$ cat src/hdl/ple_pkg.sv
`timescale 1ns / 1ps

package ple_pkg;

    localparam int CAPACITY_DEF = 256;

    localparam int POS_W   = 9;
    localparam int WORD_W  = 32;
    localparam int COUNT_W = 9;

    localparam logic [1:0] OP_GET    = 2'd0;
    localparam logic [1:0] OP_INSERT = 2'd1;
    localparam logic [1:0] OP_DELETE = 2'd2;
    localparam logic [1:0] OP_CLEAR  = 2'd3;

    typedef struct packed {
        logic load;
        logic start;
        logic step;
        logic get_rd;
        logic put_word;
        logic finish;
    } t_dp_cmd;

    typedef struct packed {
        logic ok;
        logic is_get;
        logic is_insert;
        logic is_delete;
        logic no_moves;
        logic last_step;
        logic out_free;
    } t_dp_status;

endpackage

$ cat src/hdl/ple_controller.sv
`timescale 1ns / 1ps

module ple_controller (
    input  logic                i_clk,
    input  logic                i_rst_n,
    input  logic                i_valid,
    output logic                o_stall,
    input  ple_pkg::t_dp_status i_status,
    output ple_pkg::t_dp_cmd    o_cmd
);
    import ple_pkg::*;

    localparam logic [2:0] S_IDLE  = 3'd0;
    localparam logic [2:0] S_EVAL  = 3'd1;
    localparam logic [2:0] S_SHIFT = 3'd2;
    localparam logic [2:0] S_DRAIN = 3'd3;
    localparam logic [2:0] S_PUT   = 3'd4;
    localparam logic [2:0] S_FIN   = 3'd5;

    logic [2:0] r_state;
    logic [2:0] n_state;

    always_comb begin
        n_state = r_state;
        o_cmd   = '0;
        case (r_state)
            S_IDLE: begin
                if (i_valid) begin
                    o_cmd.load = 1'b1;
                    n_state    = S_EVAL;
                end
            end
            S_EVAL: begin
                if (!i_status.ok) begin
                    n_state = S_FIN;
                end else if (i_status.is_get) begin
                    o_cmd.get_rd = 1'b1;
                    n_state      = S_FIN;
                end else if (i_status.is_insert) begin
                    if (i_status.no_moves) begin
                        n_state = S_PUT;
                    end else begin
                        o_cmd.start = 1'b1;
                        n_state     = S_SHIFT;
                    end
                end else if (i_status.is_delete) begin
                    if (i_status.no_moves) begin
                        n_state = S_FIN;
                    end else begin
                        o_cmd.start = 1'b1;
                        n_state     = S_SHIFT;
                    end
                end else begin
                    n_state = S_FIN;
                end
            end
            S_SHIFT: begin
                o_cmd.step = 1'b1;
                if (i_status.last_step) begin
                    n_state = S_DRAIN;
                end
            end
            S_DRAIN: begin
                // The last moved word is written during this cycle.
                n_state = i_status.is_insert ? S_PUT : S_FIN;
            end
            S_PUT: begin
                o_cmd.put_word = 1'b1;
                n_state        = S_FIN;
            end
            S_FIN: begin
                if (i_status.out_free) begin
                    o_cmd.finish = 1'b1;
                    n_state      = S_IDLE;
                end
            end
            default: begin
                n_state = S_IDLE;
            end
        endcase
    end

    always_ff @(posedge i_clk) begin
        if (!i_rst_n) begin
            r_state <= S_IDLE;
        end else begin
            r_state <= n_state;
        end
    end

    assign o_stall = (r_state != S_IDLE);

endmodule

$ cat config.mk
export PLATFORM = sky130hd
export DESIGN_NAME = ple_controller
export DESIGN_NICKNAME = d
export VERILOG_FILES = /design/src/hdl/ple_pkg.sv /design/src/hdl/ple_controller.sv
export SDC_FILE = /design/constraint.sdc
export NUM_CORES = 1
export LEC_CHECK = 0
export BUFFER_PORTS_ARGS = -buffer_cell sky130_fd_sc_hd__buf_2
export CORE_AREA = 8 8 45 47
export CTS_CLUSTER_SIZE = 20
export DETAILED_ROUTE_END_ITERATION = 8
export DIE_AREA = 0 0 53 55
export MAX_ROUTING_LAYER = met4
export SLEW_MARGIN = 40
export SYNTH_ARGS = -nofsm -noshare
export SYNTH_HDL_FRONTEND = slang
export SYNTH_SLANG_ARGS = --single-unit
$ cat constraint.sdc
create_clock -name i_clk -period 1.6 [get_ports i_clk]
set_input_delay 0.48 -clock i_clk [delete_from_list [all_inputs] [get_ports i_clk]]
set_output_delay 0.48 -clock i_clk [all_outputs]
set_load 0.02 [all_outputs]
==> results of run 1 <==
timing repair:
item,4_1_cts,5_1_grt
endpoints found under the setup margin,5,6
setup buffers,0,1
resized for setup,7,8
pin swaps,0,1
metrics by stage:
| step | instance area, um2 | setup TNS, ns | util |
|---|---|---|---|
| after floorplan | 262 | 0 | - |
| after detailed placement | 395 | -0.0829 | 0.286 |
| after CTS | 438 | -0.242 | 0.316 |
| after global placement | 395 | -0.0660 | 0.286 |
| after global routing | 468 | -0.331 | 0.338 |
| final | 468 | -0.126 | 0.338 |
metal layers:
| layer | wire length [um] | part of all wire | GRT usage |
|---|---|---|---|
| met5 | 0 | 0 | - |
| met4 | 19 | 0.024 | 0.0517 |
| met3 | 42 | 0.054 | 0.0160 |
| met2 | 452 | 0.58 | 0.104 |
| met1 | 269 | 0.34 | 0.0409 |
cell type report:
cell class                      instances  area, um2  area share
Timing Repair Buffer                   23        153       0.326
Sequential cell                         3       63.8       0.136
Inverter                                4       17.5      0.0374
Tap cell                               16       20.0      0.0428
Multi-Input combinational cell         27        188       0.401
Clock buffer                            4       26.3      0.0561
cells in the mapped netlist:
library cell  instances
nor3_1                1
o41ai_1               1
or3_4                 1
dfxtp_1               3
o2111ai_2             1
nand2_1               2
buf_6                 1
inv_2                 1
a21oi_1               3
nand3_1               1
o21ai_0               3
and3_1                2
nor4b_4               1
o21ai_1               1
o21a_1                2
nand2b_1              1
nor2_1                6
a22oi_1               1
inv_1                 2
clkinv_1              1
final timing paths:
kind / from / end / depth (start not counted)
setup / recovery: r_state[1]$_SDFFE_PN0P_ / o_cmd[4] / 4
hold / removal: i_rst_n / r_state[2]$_SDFFE_PN0P_ / 2
setup reg to reg: r_state[1]$_SDFFE_PN0P_ / r_state[1]$_SDFFE_PN0P_ / 6
hold reg to reg: r_state[1]$_SDFFE_PN0P_ / r_state[0]$_SDFFE_PN0P_ / 3
where the power goes:
group	total [mW]	internal, mW	switching [mW]
clock network	0.132	0.0934	0.0382
logic	0.171	0.0874	0.0840
registers	0.0957	0.0857	0.00998
total	0.399	0.267	0.132
critical path, delay by kind of cell (launching register included):
family,cells,cell delay (ns)
simple gates,2,0.37
buf+inv,2,0.25
flops,1,0.33
logic make-up (layout without fill, tap and decap cells):
family	Yosys count	in the layout	share of synthesized area
AOI/OAI and AO/OA	12	12	0.311
buffers and inverters	5	31	0.100
DFF	3	3	0.230
and+or+nand+nor	15	15	0.359
==> results summary, run 1 <==
The run finished, with violations left. The checks that failed: setup timing. After clock tree synthesis, the clock-pin slew on the worst setup and hold paths is 0.04 ns. The fraction of synthesized cell area taken by the top area cell type came out at 0.230. The final wirelength came out at just under 800 um.

Static timing analysis puts the maximum clock frequency at ~600 MHz. The wire length per cell after detailed routing is 10.2 um. The deepest level of the CTS H-tree is 1. The detail route stage leaves a number of antenna-violating nets equal to 0. The number of failing setup endpoints in the final timing report is 2. The number of I/O port buffers is 16. The longest clock path from root to sink contains 2 buffers. The number of antenna repair diodes is 0. The total of flip-flops plus latches after synthesis is 3.

The max-capacitance violation count is 0. The final period demand of the worst path came out at 1.67 ns. The pin slew with the least headroom to its limit came out at 0.276 ns. Leaving out fill and tap cells, the most frequent cell in the layout is buf_2. The worst register-to-register path has a setup slack of 0.40 ns. The cell count after synthesis came out at 35. The starting density of the core is 0.189. Leaving out fill and tap cells, the most frequent cells in the layout are 11 x buf_2, 10 x buf_4, 5 x nor2_1. The number of distinct standard cells referenced by the synthesized netlist came out at 20. The CTS tree is built. Across the routed clock network, the largest skew measured is 0.0000985 ns. The routed via count is 332. The die footprint is 2920 um2. Traced cell by cell, the critical path runs through inv_4, and3_4, nor4b_4, buf_4. Sorting the synthesized cells by area gives the leading types as dfxtp_1 23%, nor4b_4 9.1%, nor2_1 8.6%, a21oi_1 5.7%, o21ai_0 5.7%.

From left edge to right edge, the die measures around 53 um. Setup slack on the critical path of the routed design comes to -0.0685 ns. Headroom to the max-slew limit came out at 0.814.

The synthesized area per cell came out at 7.47 um2. The floorplan has 14 rows. Counting every sink on the clock net gives 3. The worst-case hold slack came out at a little over 0.5 ns.

The count of final hold-check violations was 0. The via count of the first global-routing pass came out at 305. After detailed placement, the design holds a cell count of 72. The leakage power is 0.226 nW.

The number of nets handed over by synthesis was 45. 17 I/O pins were placed. Ranked by flip-flop count, first place goes to r_state. The count of hold-fix buffers inserted at cts came out at 0. The root buffer cell chosen for the clock tree is clkbuf_4.

The maximum fanout along the worst path is 5. The first global-routing pass estimated about 1100 um of wire. The number of DRC markers in iteration 0 came out at 6. The data required time at the worst endpoint came out at roughly 1.1 ns. The total count of max-transition violations in the final report is 0. The number of vias per cell is 4.31. The delay of the slowest cell on the worst path is 0.33 ns. The fraction of final layout cells sized beyond drive strength 1 came out at 0.590. The global placer's final weighted congestion is roughly 0.8. The largest total area in the synthesized netlist belongs to dfxtp_1. STA classifies the critical path startpoint as a flop. The total power consumption of the routed design is 399 uW.

Setup repair after global routing could not meet its margin everywhere. The initial antenna violation count is 0. The layout has 156 filler cells. The post-layout instance count excluding filler cells is 77.

Power spread over the standard cell area amounts to between 800 and 900 nW/um2. In the routed design, unresolved DRC markers number 0. Of the available clock period, the critical path in the final layout requires 1.04. In this run the vertical extent of the chip is 55 um. The critical path is of the reg2out type. For this run, the number of Yosys warnings is 0. The largest individual stage delay along the critical path comes from the cell dfxtp_2.

The worst setup path is captured at a primary output. STA puts the critical path data arrival time at approximately 1.2 ns. The maximum ir drop on the vdd rail came out at between 0.2 and 0.3 mV.

In the final layout, the registers with the most flip-flops are r_state (3). The global router's overall resource usage is 0.0551. Entering global routing, the biggest net connects 7 pins. The clock buffer count from CTS came out at 3. After global routing the overflow that remains totals 0. The sequential-to-total area share from yosys stat is 0.230. The total standard cell area after synthesis is 262 um2. The synthesis-to-finish area growth is 78.9%. The worst min-delay path category is in2reg. The clock latency at the later pin of the worst-skew pair came out at about 0.23 ns. The total number of nets in the final design is between 70 and 80. The placed wire-length estimate after detailed placement is 667 um.

The worst slack after detailed placement came out at -0.0829 ns. The standard cell core area came out at 1380 um2. Before antenna repair, the detailed router went through 4 iterations.

The register with the most flip-flops in the layout has 3 of them.
Note: power is estimated with default switching activity, not from simulation.
==> run 2, diff against run 1 <==
--- a/config.mk
+++ b/config.mk
@@ -11,6 +11,7 @@
 export DETAILED_ROUTE_END_ITERATION = 8
 export DIE_AREA = 0 0 53 55
 export MAX_ROUTING_LAYER = met4
+export SKIP_CTS_REPAIR_TIMING = 1
 export SLEW_MARGIN = 40
 export SYNTH_ARGS = -nofsm -noshare
 export SYNTH_HDL_FRONTEND = slang
==> results summary, run 2 (same netlist as run 1, synthesis figures left out) <==
The run finished, with violations left. The checks that failed: setup timing. In the layout the commonest cells are 12 x buf_4, 10 x buf_2, 5 x nor2_1. The number of DRC markers in iteration 0 came out at 2.

The library cell used most frequently in the layout, excluding fill and tap cells, is buf_4. The pin count of the biggest net entering global routing is 7. The global-route track usage on met2 is 0.102. TritonCTS built the clock tree.

The deepest level of the CTS H-tree came out at 1. The wire length per cell after detailed routing came out at 10.1 um. The critical path is of the reg2out type. The total power per unit cell area is 824 nW/um2. The placed wire-length estimate after detailed placement came out at 667 um. The largest registers in the layout are r_state (3). The global routing's busiest layer is met2. The slack of the critical path is -0.0873 ns. The maximum ir drop on the vdd rail is 0.298 mV.

The total count of max-transition violations in the final report came out at 0. The synthesis-to-finish area growth came out at 86.1%. The number of I/O port buffers came out at 16. The area of all placed cells without fillers came out at 487 um2.

The via count of the first global-routing pass came out at 303. The clock tree buffer depth is 2. The number of antenna repair diodes is 0. Summed over all cells, the static leakage comes to 0.234 nW.

Setup violations remaining at the end of the flow were counted as 2. The worst clock skew is 0.000851 ns. The total clock sinks is 3. The global-route track usage on met3 is 0.0160. The clock latency at the later pin of the worst-skew pair is between 0.2 and 0.25 ns. The combined flip-flop and latch cell area came out at 63.8 um2. In the routed layout, each cell is associated on average with a via count of 4.34. The min-delay analysis places its worst path in the category in2reg. The clock slew seen by the registers of the worst setup and hold paths came out at roughly 0.04 ns.

The total area inside the core boundary comes to 1380 um2. The number of nets still failing antenna checks after routing is 0. The register with the most flip-flops in the layout has 3 of them. The total iterations of the first detailed-routing run came out at 4. Setup repair after global routing could not meet its margin everywhere. Hold is met by 0.506 ns. The area used by multi-input combinational logic came out at roughly 190 um2. The met1 demand-to-capacity share in global routing is 0.0409. The site row count came out at 14. The register with the highest flop count is r_state. The max-capacitance violation count came out at 0. The number of remaining DRC errors came out at 0.

The global-route wire length before repair came out at 1100 um. At the placement stage, the worst setup path has a slack of -0.0829 ns. The maximum fanout along the worst path is 5. The number of clock buffers added by TritonCTS is 3.

The worst setup path is launched from a flop. The pin slew with the least headroom to its limit came out at 0.295 ns. Measured along the y axis, the die boundary spans 55 um. The data required time at the worst endpoint came out at 1.12 ns. The count of cells in the finished layout, fillers not included, comes to 79. The final period demand of the worst path is approximately 1.7 ns. The cell sitting at the root of the clock tree is a clkbuf_4. Global routing finished with a remaining overflow of 0. The total of fill cells in the finished design is 155.

The number of cells after detailed placement is 72. The die footprint came out at roughly 2900 um2. Routability-driven placement finished with a final weighted congestion of 0.804. The critical path capture point type is a primary output.

The highest clock rate came out at 593 MHz. Measured against its own limit, the worst slew margin works out to 0.801. The final wirelength came out at slightly below 800 um. The initial antenna violation count came out at 0. The starting density of the core came out at 0.189. The count of final hold-check violations came to 0. Dividing the final minimum period by the clock period gives 1.05. The placed instances occupy a cell area of between 300 and 400 um2. The total number of nets in the final design is 74. For this design the top-level I/O count stands at 17. The floorplan step set the die width to 53 um. Overall power consumption after layout is estimated at 401 uW.

In the final layout, the share of cells above drive strength 1 is 0.603. The routed via count is 343. The global router's overall resource usage came out at 0.0546. Data arrives at the worst endpoint at 1.21 ns.
[run 2: cell count changes in the layout (fill, tap and decap cells not counted)]
cell / previous run / this run
buf_4: 10 / 12
buf_2: 11 / 10
inv_4: 1 / 0
buf_6: 2 / 3
inv_2: 1 / 2
[run 2: worst paths after layout]
path	start	endpoint	slack [ns]	cells after the start
worst max-delay path	r_state[1]$_SDFFE_PN0P_	o_cmd[4]	-0.09	4
worst min-delay path	i_rst_n	r_state[2]$_SDFFE_PN0P_	0.51	2
worst max register to register	r_state[1]$_SDFFE_PN0P_	r_state[1]$_SDFFE_PN0P_	0.40	6
worst min register to register	r_state[1]$_SDFFE_PN0P_	r_state[0]$_SDFFE_PN0P_	0.59	3
[run 2: worst max-delay path, stage by stage (launching register included)]
cell and delay, ns:
dfxtp_2 0.33, inv_2 0.08, and3_4 0.18, nor4b_4 0.20, buf_4 0.19
[run 2: power by group]
part           switching (mW)  internal (mW)  leakage [nW]
Sequential            0.00987         0.0857        0.0258
Combinational          0.0847         0.0900         0.193
Clock                  0.0375         0.0934        0.0150
Total                   0.132          0.269         0.234
[run 2: final cells by class]
| class | instances | area share |
|---|---|---|
| multi-input combinational | 27 | 0.386 |
| timing repair buffer | 25 | 0.357 |
| sequential | 3 | 0.131 |
| clock buffer | 4 | 0.0540 |
| tap | 16 | 0.0411 |
| inverter | 4 | 0.0308 |
[run 2: per-layer routing]
metal  vias up  part of all wire
met4         0             0.024
met3         2             0.048
met1       151              0.34
met5         -                 0
li1        181                 -
met2         9              0.59
[run 2: through the flow]
stage          setup TNS, ns   util
4_1_cts               -0.543  0.305
3_5_place_dp         -0.0829  0.286
6_report              -0.144  0.352
3_3_place_gp         -0.0660  0.286
5_1_grt               -0.352  0.352
2_1_floorplan              0      -
